`config.mk`:
```
export PLATFORM = sky130hd
export DESIGN_NAME = tki_mul
export DESIGN_NICKNAME = d
export VERILOG_FILES = /design/src/tki_pkg.sv /design/src/tki_mul.sv
export SDC_FILE = /design/constraint.sdc
export NUM_CORES = 2
export LEC_CHECK = 0
export BUFFER_PORTS_ARGS = -buffer_cell sky130_fd_sc_hd__buf_4
export CAP_MARGIN = 5
export CORE_ASPECT_RATIO = 2
export CORE_MARGIN = 2
export CORE_UTILIZATION = 35
export CTS_CLUSTER_SIZE = 20
export DETAILED_ROUTE_END_ITERATION = 7
export PLACE_DENSITY_LB_ADDON = 0.25
export SYNTH_ARGS = -nofsm -noshare
export SYNTH_HDL_FRONTEND = slang
export SYNTH_SLANG_ARGS = --single-unit
```
`constraint.sdc`:
```
create_clock -name clk_i -period 16.24 [get_ports clk_i]
set_input_delay 3.248 -clock clk_i [delete_from_list [all_inputs] [get_ports clk_i]]
set_output_delay 3.248 -clock clk_i [all_outputs]
set_load 0.005 [all_outputs]
```
`src/tki_pkg.sv`:
```
// Shared constants and types of the tensor invariant unit.
package tki_pkg;

  // Limb width of the partial-product multiplier.
  localparam int LIMB_W = 32;
  // Register stages through one multiplier.
  localparam int MUL_LAT = 5;
  // Width of the result value.
  localparam int VAL_W = 35;

  typedef enum logic [1:0] {
    OP_K1 = 2'd0,
    OP_K2 = 2'd1,
    OP_K3 = 2'd2
  } op_e;

endpackage

```
`src/tki_mul.sv`:
```
// Pipelined signed multiplier built from 32x32 limb products.
module tki_mul #(
  parameter int AW = 34,
  parameter int BW = 34
) (
  input  logic                 clk_i,
  input  logic                 en_i,
  input  logic signed [AW-1:0] a_i,
  input  logic signed [BW-1:0] b_i,
  output logic signed [AW+BW-1:0] p_o
);

  localparam int LB = tki_pkg::LIMB_W;
  localparam int NA = (AW + LB - 1) / LB;
  localparam int NB = (BW + LB - 1) / LB;
  localparam int RW = (NB + 1) * LB;
  localparam int PW = (NA + NB) * LB;

  logic [AW-1:0]   a_abs;
  logic [BW-1:0]   b_abs;
  logic [NA*LB-1:0] am_q;
  logic [NB*LB-1:0] bm_q;
  logic [2*LB-1:0] pp_q [NA][NB];
  logic [RW-1:0]   row_d [NA];
  logic [RW-1:0]   row_q [NA];
  logic [PW-1:0]   tot_d;
  logic [PW-1:0]   tot_q;
  logic [AW+BW-1:0] mag;
  logic [3:0]      sg_q;

  assign a_abs = a_i[AW-1] ? AW'(-a_i) : AW'(a_i);
  assign b_abs = b_i[BW-1] ? BW'(-b_i) : BW'(b_i);

  // magnitudes, then limb products
  always_ff @(posedge clk_i) begin
    if (en_i) begin
      am_q  <= (NA*LB)'(a_abs);
      bm_q  <= (NB*LB)'(b_abs);
      sg_q  <= {sg_q[2:0], a_i[AW-1] ^ b_i[BW-1]};
      for (int i = 0; i < NA; i++) begin
        for (int j = 0; j < NB; j++) begin
          pp_q[i][j] <= am_q[i*LB +: LB] * bm_q[j*LB +: LB];
        end
      end
    end
  end

  always_comb begin
    for (int i = 0; i < NA; i++) begin
      row_d[i] = '0;
      for (int j = 0; j < NB; j++) begin
        row_d[i] = row_d[i] + (RW'(pp_q[i][j]) << (j*LB));
      end
    end
  end

  always_comb begin
    tot_d = '0;
    for (int i = 0; i < NA; i++) begin
      tot_d = tot_d + (PW'(row_q[i]) << (i*LB));
    end
  end

  assign mag = tot_q[AW+BW-1:0];

  always_ff @(posedge clk_i) begin
    if (en_i) begin
      row_q <= row_d;
      tot_q <= tot_d;
      p_o   <= sg_q[3] ? -mag : mag;
    end
  end

endmodule

```
==> run metrics <==
outcome=finished clean; vias post-DR=39,200; top cells by area, synth=fa_1 32%, edfxtp_1 24%, ha_1 8.8%; WP buf/inv=4; core box area=162,000 um2; Net Count, Synth=6,946; crit path capture type=flip-flop; signal arrival time at the worst endpoint=9.28 ns; Clock Skew=0.0413 ns; Area Growth Syn to Fin=8.51%; die area=165,000 um2; Die Y=573 um; Distinct cells, synth=64; reg2reg end=pp_q[0][95]; grt total ovfl=0; Max Cap Violations=0; Via density=5.07; leading post-synthesis cells by instance count=907 x inv_1, 901 x fa_1, 742 x and2_1; CTS resizes=0; hold_buf cts=0; DRC=0; share of cells above drive strength 1=0.0575; Reg2Reg Setup Slack=7.30 ns; Tightest Pin Transition=1.15 ns; Worst R2R Path Depth=24; Final nets=6,950; initial core utilization=0.351; post-synthesis sequential area ratio=0.237; Inserted Clock Buffers=44; worst hold slack=0.415 ns; setup TNS=0 ns; Critical Path Most Common Cell=fa_1; Yosys warnings=0; crit-path max FO=34; GRT Total Usage=0.201; CP top delay family=adder cells; Routed Antenna Nets=0; fin cells=7,732; Max-slew headroom=0.228; slowest CP cell=a31oi_1; Top FF cell, synth=edfxtp_1; final setup violation count=0; crit share post-route=0.550; r2r startpoint=am_q[14]; CP Cell Sequence=buf_4 -> and2_1 -> fa_1 -> fa_1 -> fa_1 -> inv_1 -> fa_1 -> inv_1 -> fa_1 -> fa_1 -> fa_1 -> fa_1 -> ha_1 -> a21oi_1 -> o21ai_0 -> nor2_1 -> nor3_1 -> a2bb2oi_1 -> buf_4 -> a31oi_1 -> o21ai_0 -> o21ai_0 -> o21ai_0 -> xor2_1; Rows=209; WHS Endpoint=row_q[3]; Seq cells post-synth=447; clock sink count=447; hold_sp=pp_q[1][37]; syn avg cell area=10.2 um2; Largest stage delay, worst path=0.91 ns; Post-CTS Setup Inserts=0; # IOs=138; drt first pass iters=7; placed cell count=7,644; CTS tree=yes; Setup Crit Path Kind=reg2reg; Yosys top cell by area=fa_1; H-tree depth=2; Max Freq=112 MHz; Req. time, crit path=16.58 ns; first-pass GRT wire length=250,000 um; worst hold path depth=0; final hold vios=0; Longest Clk Path Bufs=3; Die X=289 um; CTS root buffer=clkbuf_16; Slew Limit Fails=0; share of the synthesized area in the top cell type=0.318; WL/cell=21.2 um; Mapped Area=56,700 um2; most numerous cell in the Yosys netlist=inv_1; PortBufs=137; Final HPWL DP=126,000 um; clk_lat worst skew=0.64 ns; DR iter-0 viols=1,878; Synth Instances=5,576; initial antenna violation count=11; Setup crit start kind=flip-flop; Hold Crit Class=reg2reg; post-route minimum period=8.94 ns; RSZ-0062 raised after global routing=no; vias in the first global route=43,400; largest net degree at the start of global routing=88; Final Wtd Congestion=0.872; Synth async-reset ratio=0; Worst-path clk slew=0.07 ns; EDFF count, synth=447; Total Wirelength=164,000 um
==> layer usage <==
layer	vias up	part of all wire	global-route usage
met5	-	0.000079	0
met4	2	0.064	0.110
met3	404	0.037	0.0178
met2	1010	0.56	0.393
met1	20000	0.34	0.204
li1	17700	-	-
==> through the flow <==
stage                     setup slack, ns  instance area, um2  utilization
after floorplan                      8.96               56700            -
after global placement               7.47               60000        0.371
after detailed placement             7.38               60000        0.371
after CTS                            7.32               61500        0.381
after global routing                 7.06               61500        0.381
final                                7.30               61600        0.381
==> worst reg2reg max path: stages, from the launching register on <==
cell	delay [ns]
edfxtp_1	0.32
buf_4	0.47
and2_1	0.25
fa_1	0.47
fa_1	0.50
fa_1	0.52
inv_1	0.05
fa_1	0.47
inv_1	0.07
fa_1	0.48
fa_1	0.56
fa_1	0.43
fa_1	0.52
ha_1	0.40
a21oi_1	0.25
o21ai_0	0.19
nor2_1	0.14
nor3_1	0.06
a2bb2oi_1	0.16
buf_4	0.17
a31oi_1	0.91
o21ai_0	0.37
o21ai_0	0.52
o21ai_0	0.20
xor2_1	0.17
==> logic make-up after synthesis <==
logic type | count (synthesis) | synth area share
adder cells (fa/ha/maj) | 1300 | 0.406
flip-flops | 447 | 0.237
XOR/XNOR | 307 | 0.0474
buffers and inverters | 1163 | 0.0770
AO/OA/AOI/OAI | 661 | 0.0745
multiplexers | 1 | 0.000176
AND/OR/NAND/NOR | 1697 | 0.158
==> flip-flops by register name (all words and copies together) (netlist names) <==
name   cells
am_q      34
bm_q      34
p_o       68
pp_q     136
row_q    103
sg_q       4
tot_q     68
==> layout by cell type, fill, tap and decap left out, types with 36 or more instances in the layout <==
| cell type | Yosys | final |
|---|---|---|
| nor2_1 | 113 | 113 |
| clkbuf_16 | 0 | 44 |
| xnor2_1 | 248 | 248 |
| nand4_1 | 36 | 36 |
| a21oi_1 | 200 | 200 |
| edfxtp_1 | 447 | 447 |
| nand2_1 | 560 | 560 |
| o31ai_1 | 37 | 37 |
| fa_1 | 901 | 901 |
| buf_4 | 0 | 213 |
| xor2_1 | 59 | 59 |
| inv_1 | 907 | 907 |
| a21o_1 | 99 | 99 |
| ha_1 | 399 | 399 |
| o21ai_0 | 134 | 134 |
| and2_1 | 742 | 742 |
==> how the worst max path moves through the flow <==
stage	to	from	slack, ns	cells past startpoint
after global routing	pp_q[0][95]	am_q[16]	7.06	26
after CTS	pp_q[0][95]	am_q[18]	7.32	24
after global placement	pp_q[0][95]	am_q[16]	7.47	26
after floorplan	pp_q[0][96]	am_q[13]	8.96	25
final	pp_q[0][95]	am_q[14]	7.30	24
after detailed placement	pp_q[0][95]	am_q[18]	7.38	24
==> layout make-up <==
cell class	instances	area, um2
Clock inverter	33	398
Sequential cell	447	13400
Antenna cell	7	17.5
Inverter	907	3400
Multi-Input combinational cell	3966	38900
Fill cell	16100	100000
Clock buffer	48	1120
Timing Repair Buffer	214	1610
Tap cell	2110	2640
Power is not shown: default switching activity piles up to over one toggle a cycle in this logic, so the estimate is an artifact.
