==> src/tki_root.sv <==
// Pipelined restoring root: largest q below 2^QB with q*q*scale <= target.
module tki_root #(
  parameter int NW = 70,
  parameter int MW = 1,
  parameter int QB = 35
) (
  input  logic          clk_i,
  input  logic          en_i,
  input  logic [NW-1:0] tgt_i,
  input  logic [MW-1:0] scl_i,
  output logic [QB-1:0] root_o
);

  localparam int TW = MW + QB;
  localparam int CW = MW + 2*QB + 1;
  localparam int XW = (NW > CW) ? NW : CW;

  // per stage: remainder target - q^2*scale, q*scale, scale, q
  logic [NW-1:0] r_q [QB];
  logic [TW-1:0] t_q [QB];
  logic [MW-1:0] m_q [QB];
  logic [QB-1:0] q_q [QB];

  for (genvar i = 0; i < QB; i++) begin : g_stage
    localparam int K = QB - 1 - i;
    logic [NW-1:0] r_in;
    logic [TW-1:0] t_in;
    logic [MW-1:0] m_in;
    logic [QB-1:0] q_in;
    logic [XW-1:0] dlt;
    logic [XW-1:0] r_x;
    logic [XW-1:0] r_sub;
    logic          fit;

    if (i == 0) begin : g_first
      assign r_in = tgt_i;
      assign t_in = '0;
      assign m_in = scl_i;
      assign q_in = '0;
    end else begin : g_next
      assign r_in = r_q[i-1];
      assign t_in = t_q[i-1];
      assign m_in = m_q[i-1];
      assign q_in = q_q[i-1];
    end

    // (q + 2^K)^2 * M - q^2 * M = T*2^(K+1) + M*4^K
    assign dlt   = (XW'(t_in) << (K+1)) + (XW'(m_in) << (2*K));
    assign r_x   = XW'(r_in);
    assign fit   = dlt <= r_x;
    assign r_sub = r_x - dlt;

    always_ff @(posedge clk_i) begin
      if (en_i) begin
        r_q[i] <= fit ? r_sub[NW-1:0] : r_in;
        t_q[i] <= fit ? t_in + (TW'(m_in) << K) : t_in;
        m_q[i] <= m_in;
        q_q[i] <= fit ? (q_in | (QB'(1) << K)) : q_in;
      end
    end
  end

  assign root_o = q_q[QB-1];

endmodule
==> config.mk <==
export PLATFORM = sky130hd
export DESIGN_NAME = tki_root
export DESIGN_NICKNAME = d
export VERILOG_FILES = /design/src/tki_root.sv
export SDC_FILE = /design/constraint.sdc
export NUM_CORES = 2
export LEC_CHECK = 0
export BUFFER_PORTS_ARGS = -buffer_cell sky130_fd_sc_hd__buf_2
export CORE_ASPECT_RATIO = 1.75
export CORE_MARGIN = 2
export CORE_UTILIZATION = 39
export DETAILED_ROUTE_END_ITERATION = 8
export PLACE_DENSITY_LB_ADDON = 0.05
export SLEW_MARGIN = 0
export SYNTH_ARGS = -nofsm -noshare
export SYNTH_HDL_FRONTEND = slang
export SYNTH_MEMORY_MAX_BITS = 65536
export SYNTH_SLANG_ARGS = --single-unit
==> constraint.sdc <==
create_clock -name clk_i -period 4.5 [get_ports clk_i]
set_input_delay 0.45 -clock clk_i [delete_from_list [all_inputs] [get_ports clk_i]]
set_output_delay 0.45 -clock clk_i [all_outputs]
set_load 0.02 [all_outputs]
==> flow_metrics.tcl <==
set metrics [dict create \
    status "complete, but fails checks" \
    violations "design-rule violations" \
    ys.flop_type "edfxtp_1" \
    critPathCaptureType "flop" \
    hold_viol 0 \
    p_sw_uw 34000 \
    ff_latch_area_um2 109000 \
    yosys_warnings 0 \
    routedWlPerCell_um 25.2 \
    timing.rr.start "r_q[22][58]" \
    place_congestion 0.968 \
    die_h_um 860 \
    grt_overflow_total 0 \
    leakage_uw 0.0687 \
    stdcell_count 18995 \
    hold_class "primary input to flop" \
    reg2reg_depth 12 \
    skew_ns 0.0423 \
    syn-cell-area_um2 163000 \
    fin_crit_sh_pct 98.6 \
    htree_levels 5 \
    viasPerCell 5.26 \
    synthTopCellsByArea "edfxtp_1, ha_1, xnor2_1" \
    critPathRequiredTime_ns 5.15 \
    pwr-share-comb_pct 27.2 \
    p_sw_share_pct 31.9 \
    setup-tns-final_ns 0 \
    worstPathArrival_ns 5.08 \
    placed_cell_area_um2 175000 \
    yosysUniqueCellTypes 93 \
    cpMaxStageDelayCell "nor4_1" \
    synth_edf_count 3639 \
    area_growth_pct 15.0 \
    intPower_uw 72500 \
    maxCapViolations 0 \
    final_layout_size_suffix_gt1_share_pct 10.8 \
    worstSkewPairLatency_ns 0.94 \
    worstMarginPinSlew_ns 1.42 \
    multi_input_area_um2 50200 \
    cp_num_buf_inv 3 \
    vias 99988 \
    die_w_um 493 \
    final_nets 13855 \
    synth.ff_latch_count 3639 \
    fmax_mhz 225 \
    routed_wl_um 479000 \
    core_um2 417000 \
    cts_setup_buffers 0 \
    antenna_found_initial 18 \
    port_buffers 107 \
    dr.pass1.iters 8 \
    initial_core_util_pct 39.1 \
    grt_util_all_layers_pct 22.2 \
    p_per_area_nw_per_um2 567 \
    clock_path_buffers 4 \
    pwr-share-seq_pct 44.4 \
    clkPwrFrac_pct 28.4 \
    io_pins 108 \
    timing.rr.end "r_q[23][68]" \
    dieArea_um2 424000 \
    syn-num-nets 12945 \
    drc 15 \
    synth_area_leader_cell "edfxtp_1" \
    critical_path.top_delay_family "simple AND/OR/NAND/NOR gates" \
    slowest_delay_ns 0.99 \
    crit_type "flop to flop" \
    whs_path_depth 1 \
    reg2reg_slack_ns 0.07 \
    ir_worst_vdd_uv 339 \
    cp-start-kind "flop" \
    cts_sinks 3639 \
    ys_seq_area_share_pct 66.9 \
    fin_crit_ns 4.43 \
    cts_tree "done" \
    netlist_instances 12206 \
    ant_nets 0 \
    dp_cells 18214 \
    rsz0062_at_grt "no" \
    numCtsBuffers 359 \
    path_clk_slew_ns 0.06 \
    fin_hold_ws_ns 0.0398 \
    hold_end "r_q[0][67]" \
    crit_chain "or3_1 > nor4_1 > buf_4 > nand3_1 > nor4_1 > buf_4 > a21oi_1 > nor4b_1 > buf_4 > a31o_2 > nor4_1 > xor2_1" \
    design_area_um2 188000 \
    num_rows 314 \
    slew_viol_final 0 \
    grt_pass1_wl_um 686000 \
    relSlewSlack_pct 4.75 \
    synth_top_area_share_pct 66.9 \
    drt_iter0_markers 4955 \
    startpoint "r_q[22][58]" \
    hpwl_um 376000 \
    async_flop_share_pct 0 \
    avgSynthCellArea_um2 13.4 \
    setup_viol 0 \
    crit_fanout 7 \
    utilization_pct 45.0 \
    grt_pass1_vias 106664 \
    grt_max_degree 146 \
    fillCellCount 37440 \
    cts_root_buffer "clkbuf_16" \
    holdCritStartpoint "en_i" \
]
[layout make-up]
cell class	instances	area share [%]
Clock buffer	437	5.01
Clock inverter	212	1.11
Sequential cell	3639	58.2
Multi-Input combinational cell	7464	26.7
Inverter	860	1.72
Timing Repair Buffer	792	3.49
Tap cell	5530	3.68
Antenna cell	61	0.0813
[synthesized netlist by cell type (all sizes together), types with 14 or more instances]
library cell and instances:
nor3b 22, nor2b 99, a41oi 14, nand4b 18, o21bai 90, xnor2 577
o41ai 15, nand3b 47, edfxtp 3639, o211ai 29, and3 59, nor4b 50
nor4 426, nand3 199, and4 39, a31oi 65, a21oi 841, mux2 84
o31ai 47, ha 666, a21boi 28, nor3 274, inv 860, nand2 731
nand2b 128, a2111oi 22, clkbuf 212, nand4 191, and2 58, or2 42
o21a 72, buf 31, a211oi 57, or3 126, o2111ai 17, xor2 467
or4 88, nor2 791, o21ai 495, a21o 316
[metrics by stage]
| step | setup slack, ns | total power [uW] |
|---|---|---|
| after detailed placement | -0.429 | 76700 |
| after global placement | -2.47 | 76300 |
| after global routing | 0.00857 | 112000 |
| after CTS | 0.00803 | 107000 |
| after floorplan | 0.690 | 64900 |
| final | 0.0651 | 106000 |
[flip-flops by register name (all words and copies together) (netlist names)]
name,flops
q_q,630
t_q,595
m_q,34
r_q,2380
[power groups by stage]
stage / Clock (uW) / Sequential [uW] / Combinational (uW)
after floorplan: 0 / 46200 / 18700
after global placement: 0 / 47900 / 28400
after detailed placement: 0 / 48000 / 28800
after CTS: 31200 / 47300 / 29000
after global routing: 32200 / 47700 / 31700
final: 30200 / 47300 / 29000
[layout by cell type (no fill, tap or decap), types with 467 or more instances in the layout]
master    instances
nor2_1          789
nand2_1         729
o21ai_0         480
edfxtp_1       3639
ha_1            664
a21oi_1         838
xor2_1          467
xnor2_1         577
inv_1           855
buf_4           558
[cells by family after synthesis]
family	after synthesis	share of synthesized area (%)
DFF	3639	66.9
and+or+nand+nor	3420	10.8
muxes	91	0.622
xor gates and xnor gates	1044	5.60
buffers and inverters	1103	2.56
AOI/OAI and AO/OA	2243	8.41
adders and majority gates	666	5.10
[worst max-delay path by stage]
| stage | endpoint | depth (start not counted) | slack [ns] |
|---|---|---|---|
| 2_1_floorplan | r_q[26][54] | 12 | 0.69 |
| 3_3_place_gp | r_q[22][65] | 12 | -2.47 |
| 3_5_place_dp | r_q[22][65] | 12 | -0.43 |
| 4_1_cts | r_q[22][65] | 12 | 0.008 |
| 5_1_grt | t_q[23][11] | 17 | 0.009 |
| 6_report | r_q[23][68] | 12 | 0.07 |
[worst register-to-register path, stage by stage (launching register included)]
cell	delay (ns)
edfxtp_1	0.47
or3_1	0.46
nor4_1	0.22
buf_4	0.18
nand3_1	0.42
nor4_1	0.99
buf_4	0.27
a21oi_1	0.10
nor4b_1	0.16
buf_4	0.15
a31o_2	0.28
nor4_1	0.38
xor2_1	0.11
[metal layers]
layer  GRT usage [%]  part of all wire [%]
met4            16.1                   8.8
met5               0                0.0027
met2            49.8                    63
met1            15.6                    26
met3            2.35                   2.3
[repair_timing]
action / CTS / global route
pin swaps: 2 / 1
setup endpoints to repair: 30 / 59
hold buffers: 71 / 0
hold endpoints to repair: 72 / 0
resized for setup: 12 / 12
Note: power is estimated with default switching activity, not from simulation.
